===== src/kfd_pkg.sv =====
// Package for the KISS frame decoder: item types, KISS codes and action codes.
// Has no dependencies; the top level, kfd_ctrl and the checker import it.
package kfd_pkg;

    // KISS framing codes.
    localparam logic [7:0] KISS_FEND  = 8'hC0;
    localparam logic [7:0] KISS_FESC  = 8'hDB;
    localparam logic [7:0] KISS_TFEND = 8'hDC;
    localparam logic [7:0] KISS_TFESC = 8'hDD;

    // Action codes of an input item.
    localparam logic ACT_FEED = 1'b0;
    localparam logic ACT_READ = 1'b1;

    localparam int unsigned LEN_W = 10;
    localparam int unsigned IDX_W = 9;

    // One input item.
    typedef struct packed {
        logic             action;
        logic [7:0]       rx_byte;
        logic [IDX_W-1:0] read_index;
    } t_in_item;

    // One result item.
    typedef struct packed {
        logic             frame_done;
        logic [LEN_W-1:0] frame_length;
        logic [7:0]       read_data;
    } t_out_item;

    // Frame result of one fed byte, passed from the control unit to the top level.
    typedef struct packed {
        logic             frame_done;
        logic [LEN_W-1:0] frame_length;
    } t_feed_res;

endpackage


===== src/kiss_frame_decoder_unit.sv =====
// Top level of the KISS frame decoder: handshake, output register and buffer memory.
// Depends on kfd_pkg, kfd_ctrl and kfd_store.
//
//  channel | valid       | ready       | payload
//  --------+-------------+-------------+-------------------------------
//  input   | i_in_valid  | o_in_ready  | i_in_item  (t_in_item)
//  output  | o_out_valid | i_out_ready | o_out_item (t_out_item)
//
// One item can be accepted each cycle while the output is not stalled.
// Its result appears in the output register the cycle after acceptance;
// a read's byte comes from the buffer's registered read port at that time.
// Reset clears the control state and the output valid; buffer entries are
// undefined until written. A stalled output holds the register and read data,
// and input ready drops only while a result waits and the output is stalled.
module kiss_frame_decoder_unit
    import kfd_pkg::*;
#(
    parameter int unsigned MAX_FRAME = 512
) (
    input  logic      i_clk,
    input  logic      i_rst_n,
    input  logic      i_in_valid,
    output logic      o_in_ready,
    input  t_in_item  i_in_item,
    output logic      o_out_valid,
    input  logic      i_out_ready,
    output t_out_item o_out_item
);

    localparam int unsigned AW = (MAX_FRAME > 1) ? $clog2(MAX_FRAME) : 1;
    localparam int unsigned CW = $clog2(MAX_FRAME + 1);

    logic          fire;
    t_feed_res     feed_res;
    logic          wr_en;
    logic [AW-1:0] wr_addr;
    logic [7:0]    wr_data;
    logic          rd_hit;
    logic          rd_en;
    logic [AW-1:0] rd_addr;
    logic [7:0]    rd_data;

    logic          r_out_valid;
    t_feed_res     r_res;
    logic          r_rd_hit;

    assign o_in_ready = !r_out_valid || i_out_ready;
    assign fire       = i_in_valid && o_in_ready;

    // Reads beyond the buffer answer zero.
    assign rd_hit  = (i_in_item.action == ACT_READ) &&
                     ({23'd0, i_in_item.read_index} < 32'(MAX_FRAME));
    assign rd_en   = fire && rd_hit;
    assign rd_addr = AW'(i_in_item.read_index);

    kfd_ctrl #(
        .MAX_FRAME (MAX_FRAME),
        .AW        (AW),
        .CW        (CW)
    ) u_ctrl (
        .i_clk     (i_clk),
        .i_rst_n   (i_rst_n),
        .i_fire    (fire),
        .i_item    (i_in_item),
        .o_res     (feed_res),
        .o_wr_en   (wr_en),
        .o_wr_addr (wr_addr),
        .o_wr_data (wr_data)
    );

    kfd_store #(
        .DEPTH (MAX_FRAME),
        .AW    (AW)
    ) u_store (
        .i_clk     (i_clk),
        .i_wr_en   (wr_en),
        .i_wr_addr (wr_addr),
        .i_wr_data (wr_data),
        .i_rd_en   (rd_en),
        .i_rd_addr (rd_addr),
        .o_rd_data (rd_data)
    );

    // Output valid.
    always_ff @(posedge i_clk) begin
        if (!i_rst_n) begin
            r_out_valid <= 1'b0;
        end else if (o_in_ready) begin
            r_out_valid <= i_in_valid;
        end
    end

    // Output payload register.
    always_ff @(posedge i_clk) begin
        if (fire) begin
            r_res    <= (i_in_item.action == ACT_FEED) ? feed_res : '0;
            r_rd_hit <= rd_hit;
        end
    end

    assign o_out_valid             = r_out_valid;
    assign o_out_item.frame_done   = r_res.frame_done;
    assign o_out_item.frame_length = r_res.frame_length;
    assign o_out_item.read_data    = r_rd_hit ? rd_data : 8'd0;

endmodule


===== src/kfd_store.sv =====
// Frame buffer memory: one write port and one registered read port.
// Depends on no package; depth and address width come from the parameters.
module kfd_store #(
    parameter int unsigned DEPTH = 512,
    parameter int unsigned AW    = 9
) (
    input  logic          i_clk,
    input  logic          i_wr_en,
    input  logic [AW-1:0] i_wr_addr,
    input  logic [7:0]    i_wr_data,
    input  logic          i_rd_en,
    input  logic [AW-1:0] i_rd_addr,
    output logic [7:0]    o_rd_data
);

    logic [7:0] r_mem [DEPTH];
    logic [7:0] r_rd_data;

    // Write port.
    always_ff @(posedge i_clk) begin
        if (i_wr_en) begin
            r_mem[i_wr_addr] <= i_wr_data;
        end
    end

    // Read port; the data holds until the next enabled read.
    always_ff @(posedge i_clk) begin
        if (i_rd_en) begin
            r_rd_data <= r_mem[i_rd_addr];
        end
    end

    assign o_rd_data = r_rd_data;

endmodule


===== src/kfd_ctrl.sv =====
// Deframing control: sync, escape, overflow and fill state, and buffer write requests.
// Depends on kfd_pkg for the KISS codes, action codes and result type.
module kfd_ctrl
    import kfd_pkg::*;
#(
    parameter int unsigned MAX_FRAME = 512,
    parameter int unsigned AW        = 9,
    parameter int unsigned CW        = 10
) (
    input  logic          i_clk,
    input  logic          i_rst_n,
    input  logic          i_fire,
    input  t_in_item      i_item,
    output t_feed_res     o_res,
    output logic          o_wr_en,
    output logic [AW-1:0] o_wr_addr,
    output logic [7:0]    o_wr_data
);

    logic [CW-1:0] r_fill, n_fill;
    logic          r_synced, n_synced;
    logic          r_esc, n_esc;
    logic          r_ovf, n_ovf;
    logic          r_clear, n_clear;

    logic [CW-1:0] cnt_eff;
    logic          esc_eff;
    logic          ovf_eff;
    logic          store;
    logic [7:0]    store_byte;
    logic          full;

    // A finished frame is dropped by the first feed that follows it.
    assign cnt_eff = r_clear ? '0 : r_fill;
    assign esc_eff = r_clear ? 1'b0 : r_esc;
    assign ovf_eff = r_clear ? 1'b0 : r_ovf;
    assign full    = (cnt_eff >= CW'(MAX_FRAME));

    // Next state of one fed byte.
    always_comb begin
        n_fill     = cnt_eff;
        n_synced   = r_synced;
        n_esc      = esc_eff;
        n_ovf      = ovf_eff;
        n_clear    = 1'b0;
        store      = 1'b0;
        store_byte = i_item.rx_byte;
        o_res      = '0;
        if (i_item.rx_byte == KISS_FEND) begin
            n_synced = 1'b1;
            if (r_synced && (cnt_eff != '0) && !ovf_eff) begin
                n_clear            = 1'b1;
                o_res.frame_done   = 1'b1;
                o_res.frame_length = LEN_W'(cnt_eff);
            end else begin
                n_fill = '0;
                n_esc  = 1'b0;
                n_ovf  = 1'b0;
            end
        end else if (r_synced && !ovf_eff) begin
            if (esc_eff) begin
                n_esc = 1'b0;
                store = 1'b1;
                if (i_item.rx_byte == KISS_TFEND) begin
                    store_byte = KISS_FEND;
                end else if (i_item.rx_byte == KISS_TFESC) begin
                    store_byte = KISS_FESC;
                end
            end else if (i_item.rx_byte == KISS_FESC) begin
                n_esc = 1'b1;
            end else begin
                store = 1'b1;
            end
        end
        // A byte that finds the buffer full marks the frame overflowed.
        if (store) begin
            if (full) begin
                n_ovf = 1'b1;
            end else begin
                n_fill = cnt_eff + CW'(1);
            end
        end
    end

    assign o_wr_en   = i_fire && (i_item.action == ACT_FEED) && store && !full;
    assign o_wr_addr = cnt_eff[AW-1:0];
    assign o_wr_data = store_byte;

    // State registers change only on a fed byte or on reset.
    always_ff @(posedge i_clk) begin
        if (!i_rst_n) begin
            r_fill   <= '0;
            r_synced <= 1'b0;
            r_esc    <= 1'b0;
            r_ovf    <= 1'b0;
            r_clear  <= 1'b0;
        end else if (i_fire && (i_item.action == ACT_FEED)) begin
            r_fill   <= n_fill;
            r_synced <= n_synced;
            r_esc    <= n_esc;
            r_ovf    <= n_ovf;
            r_clear  <= n_clear;
        end
    end

endmodule


===== config.mk =====
export PLATFORM = sky130hd
export DESIGN_NAME = kiss_frame_decoder_unit
export DESIGN_NICKNAME = d
export VERILOG_FILES = /design/src/kfd_pkg.sv /design/src/kiss_frame_decoder_unit.sv /design/src/kfd_store.sv /design/src/kfd_ctrl.sv
export SDC_FILE = /design/constraint.sdc
export NUM_CORES = 2
export LEC_CHECK = 0
export BUFFER_PORTS_ARGS = -buffer_cell sky130_fd_sc_hd__buf_4
export CAP_MARGIN = 0
export CORE_UTILIZATION = 60
export CTS_BUF_LIST = sky130_fd_sc_hd__clkbuf_2 sky130_fd_sc_hd__clkbuf_4 sky130_fd_sc_hd__clkbuf_8
export DETAILED_ROUTE_END_ITERATION = 10
export GPL_ROUTABILITY_DRIVEN = 0
export PLACE_DENSITY = 0.76
export SKIP_CTS_REPAIR_TIMING = 1
export SLEW_MARGIN = 10
export SYNTH_ARGS = -nofsm -noshare
export SYNTH_HDL_FRONTEND = slang
export SYNTH_HIERARCHICAL = 1
export SYNTH_SLANG_ARGS = --single-unit

===== constraint.sdc =====
create_clock -name i_clk -period 18.3 [get_ports i_clk]
set_input_delay 0.915 -clock i_clk [delete_from_list [all_inputs] [get_ports i_clk]]
set_output_delay 0.915 -clock i_clk [all_outputs]
set_load 0.05 [all_outputs]

# After elaboration in Yosys (flattened, before gate mapping)
# Memories as Yosys holds them, arrays and structs flattened. A register that Yosys moved wholly into a read port is not among the register bits.
# Index checks and enable logic that the tools add are counted.
# op_classes
add_sub_neg	1
order_cmp	1
n_eq_ne	4
n_mux	31
bitwise_logic	3
n_reduce_logical	16
# op_table
cell	count
2-to-1 mux 10 bit	5
2-to-1 mux 8 bit	6
equality test 8 bit, second input constant	4
2-to-1 mux 1 bit	19
2-to-1 mux 11 bit	1
adder 10 x 1 -> 10 bit, second input constant	1
greater-or-equal comparator 10 bit, second input constant	1
nonzero test 10 bit	1
logical AND 1 bit	8
zero test 1 bit	3
NOT 1 bit	3
OR reduction 3 bit	1
AND reduction 2 bit	1
OR reduction 2 bit	1
logical OR 1 bit	1
# totals
reg_bits	27
ram_bits	4096
in_bits	22
wordCells	66
memories	1
# mem_list
memory	words	word_bits	rd	rd_ports_with_merged_regs	write_ports	line	rtl
u_store.r_mem	512	8	1	1	1	kfd_store.sv:16	logic [7:0] r_mem [DEPTH];

# Depth between registers and ports, before layout
# logic_depth
word_depth	9
ltp_mapped	12
ltp_nobuf	8

# Cells and area by module
# Netlist, hierarchy kept.
# modules_own_cells
module	instances	cells_each	area_per_inst_um2	seq_area_each_um2
kfd_store	1	8030	160007.2	123238.2
kfd_ctrl	1	167	1218.7	280.3
kiss_frame_decoder_unit	1	38	544.3	380.4

# Worst setup path after synthesis
# Ideal clock, no wire load.
# synth_path
path_type	input port to flip-flop
startpoint	input i_in_item[14] (netlist bit)
endpoint	memory u_store.r_mem[0][3], data pin
setup_ns	2.708
t_arrival_ns	13.945
slack_ns	1.647
stages	4
cell_sequence	nand3b_1 > nor4_1 > nor2b_1 > nor2b_1
# synth_via
elab_chain_cells	6
word_cells_on_any_way	8
# synth_lines
element	line	rtl
from (decl)	kiss_frame_decoder_unit.sv:24	input t_in_item i_in_item,
equality test 8 bit	kfd_ctrl.sv:66	end else if (i_item.rx_byte == KISS_TFESC) begin
2-to-1 mux 8 bit	kfd_ctrl.sv:66	
2-to-1 mux 8 bit	kfd_ctrl.sv:64	if (i_item.rx_byte == KISS_TFEND) begin
2-to-1 mux 8 bit	kfd_ctrl.sv:61	if (esc_eff) begin
2-to-1 mux 8 bit	kfd_ctrl.sv:60	end else if (r_synced && !ovf_eff) begin
2-to-1 mux 8 bit *	kfd_ctrl.sv:49	if (i_item.rx_byte == KISS_FEND) begin
via wr_data[3]	kiss_frame_decoder_unit.sv:37	logic [7:0] wr_data;
to (decl)	kfd_store.sv:16	
# Mark *: on every way through the listed nets, which the timed path passes. The rest lies on a longest branch.

==> results.yml <==
synth:
  syn_avg_cell_area_um2: 19.6
  synth_edf_count: 4116
  synth_most_common_cell: "edfxtp_1"
  ys.flop_type: "edfxtp_1"
  syn_nets: 8259
  synth.top_cell.area_share_pct: 76.4
  synth.mux.area_fraction_pct: 14.0
  yosysWarnings: 6
  synth_compound_area_share_pct: 4.43
  synth_cell_types: 68
  ys_seq_elements: 4131
  synthAdderAreaFrac_pct: 0.0155
  yosys.area_share.simple_pct: 3.01
  synthArstFlopShare_pct: 0
  synthXorXnorAreaFrac_pct: 0
  synth_cells: 8235
  synthTopCellsByCount: "edfxtp_1, mux2i_1, mux4_2, nor2_1, o221ai_1"
  synth_area_leaders: "edfxtp_1, mux4_2, mux2i_1"
  seq_area_frac_synth_pct: 76.6
  yosys.area.top_type: "edfxtp_1"
  syn_area_um2: 162000
  synth_top_family_by_area: "multiplexers"
critical_path:
  endpoint_kind: "register"
  crit_chain: "buf_16 -> buf_4 -> buf_4 -> buf_12 -> mux2i_1 -> o221ai_1 -> a21oi_1 -> nor4_1 -> nand4_1 -> nor4_1 -> o2111a_1"
  path_max_fanout: 107
  crit_type: "primary input to register"
  path_buf_inv: 4
  start_kind: "primary input"
  critPathSlowestCell: "nor4_1"
  crit_family: "simple AND/OR/NAND/NOR gates"
  cpPeakStageDelay_ns: 1.28
  arrival_ns: 7.55
  critPathRequiredTime_ns: 19.25
grt:
  grt_max_degree: 234
  grt_overflow_total: 0
  antenna_found_initial: 23
  grt_usage_pct: 30.0
  grt_pass1_vias: 85200
  grt_pass1_wl_mm: 589
placed_design:
  pre_cts_ws_ns: 10.67
  hpwl_mm: 240
  dpl-instance-area_um2: 165000
  io_buffers: 42
  post-place-cells: 11400
worst_hold_path:
  hold_class: "primary input to register"
sta:
  hold_viol: 0
  timing.final.ws_setup_ns: 11.71
  rsz0062_at_grt: "false"
  setup_viol: 0
  max_freq_ghz: 0.152
  relSlewSlack_pct: 3.37
  tightest_slew_ns: 1.45
  fin_setup_tns_ns: 0
  min_period_over_period_pct: 36.0
  slew_viol_final: 0
  fin_skew_ns: 0.115
  fin_crit_ns: 6.59
  hold_ws_ns: 0.115
finish:
  area_growth_pct: 9.47
  fin_area_um2: 177000
  final_cells: 12600
  area.sequential_um2: 124000
  layout-drive-gt1-share_pct: 20.6
  nFillCells: 16700
  nNetsFinal: 8555
  multi_input_area_um2: 35100
routing:
  drt_iter0_drc: 12200
  vias_per_cell: 6.90
  drc: 0
  route.vias.total: 86600
  ant_nets: 0
  drt-total-wl_mm: 409
  wl_per_cell_um: 32.5
  firstDrtPassIters: 9
floorplan:
  core_area_um2: 268000
  start_util_pct: 60.4
  ios: 43
  die_area_um2: 272000
  chipHeight_um: 521
  row_count: 190
  die_w_um: 521
clock_network:
  cts_max_level: 6
  cts_made_buffers: 635
  clkSinkCount: 4131
  cts_root_buffer: "clkbuf_8"
  clock_path_buffers: 4
  clock_latency_ns: 1.11
  clkSlewWorstSetupHoldPaths_ns: 0.06
  cts_tree: "built"
pwr:
  peakVddDrop_v: 0.0000877
  powerDensity_nw_per_um2: 105
  p_leak_nw: 56.1
run_status:
  status: "complete, no violations"
run:
  maxCapViolations: 0
==> final cells by class <==
type	instances	area share [%]
inverters	15	0.0360
repair buffers	188	0.949
multi-input cells	3560	19.8
clock inverters	264	0.880
diodes	9	0.0127
well taps	3552	2.51
flip-flops and latches	4131	70.0
clock buffers	835	5.84
==> stage by stage <==
stage,util (%),power [mW]
floorplan,-,11.3
global placement,61.6,11.5
detailed placement,61.6,11.5
CTS,66.1,18.7
global route,66.1,19.1
finish,66.1,18.6
==> registers in the layout, indices dropped and copies added, names as in the netlist <==
signal	count
o_out_valid	1
u_store/r_mem	4096
u_ctrl/r_fill	10
r_rd_hit	1
u_ctrl/r_ovf	1
u_ctrl/r_esc	1
o_out_item	11
u_ctrl/r_clear	1
u_ctrl/r_synced	1
u_store/o_rd_data	8
==> cell families after synthesis <==
group                      count (synthesis)
DFF                                     4131
muxes                                   1453
and+or+nand+nor                         1088
AOI/OAI and AO/OA                       1017
buffers and inverters                    544
adders and majority gates                  2
==> final timing paths <==
| kind | to | startpoint | cells past startpoint | slack (ns) |
|---|---|---|---|---|
| max | u_store/o_rd_data[3]$_DFFE_PP_ | i_in_item[0] | 11 | 11.71 |
| min | o_out_valid$_SDFFE_PN0P_ | i_in_valid | 3 | 0.11 |
| max reg2reg | u_store/r_mem[60][1]$_DFFE_PP_ | u_ctrl/r_clear$_SDFFE_PN0P_ | 7 | 12.16 |
| min reg2reg | u_ctrl/r_esc$_SDFFE_PN0P_ | u_ctrl/r_esc$_SDFFE_PN0P_ | 1 | 0.48 |
==> metal layers <==
layer | track usage [%] | part of all wire (%) | up-vias
met2 | 44.9 | 46 | 6351
met3 | 7.06 | 12 | 1006
met4 | 14.6 | 5.2 | 20
met1 | 42.0 | 37 | 44400
met5 | 0 | 0.037 | -
li1 | - | - | 34800
==> power by group <==
part / internal (mW) / total, mW / leakage, nW / switching [mW]
Sequential: 10.4 / 10.4 / 37.1 / 0.00510
Combinational: 0.275 / 0.887 / 12.7 / 0.612
Clock: 3.79 / 7.30 / 6.27 / 3.51
Total: 14.5 / 18.6 / 56.1 / 4.13
==> cells in the final DEF (no fill, tap or decap), types with 9 or more instances in the layout <==
master,n
edfxtp_1,4116
mux2i_1,799
mux4_2,654
clkbuf_8,651
nor2_1,611
o221ai_1,372
a21oi_1,201
clkbuf_4,184
buf_4,164
o22ai_1,163
clkinv_1,149
o21ai_0,126
nand2_1,112
nor3_1,108
a22oi_1,62
clkinv_2,60
nand3_1,41
nor4_1,37
nand4_1,35
and2_1,30
nor2b_1,28
clkinvlp_4,18
a211oi_1,18
buf_12,16
dfxtp_1,15
o31ai_1,14
inv_1,13
inv_8,13
nand2_4,12
inv_6,10
nand2b_1,10
diode_2,9
==> worst reg2reg max path, stage by stage (launching register included) <==
cell and delay, ns:
dfxtp_1 0.87, nand2b_1 0.23, nand2_1 0.26, nor4_1 0.82, a21o_4 0.67, buf_4 0.95
buf_4 0.93, buf_4 0.97
Note: power is estimated with default switching activity, not from simulation.
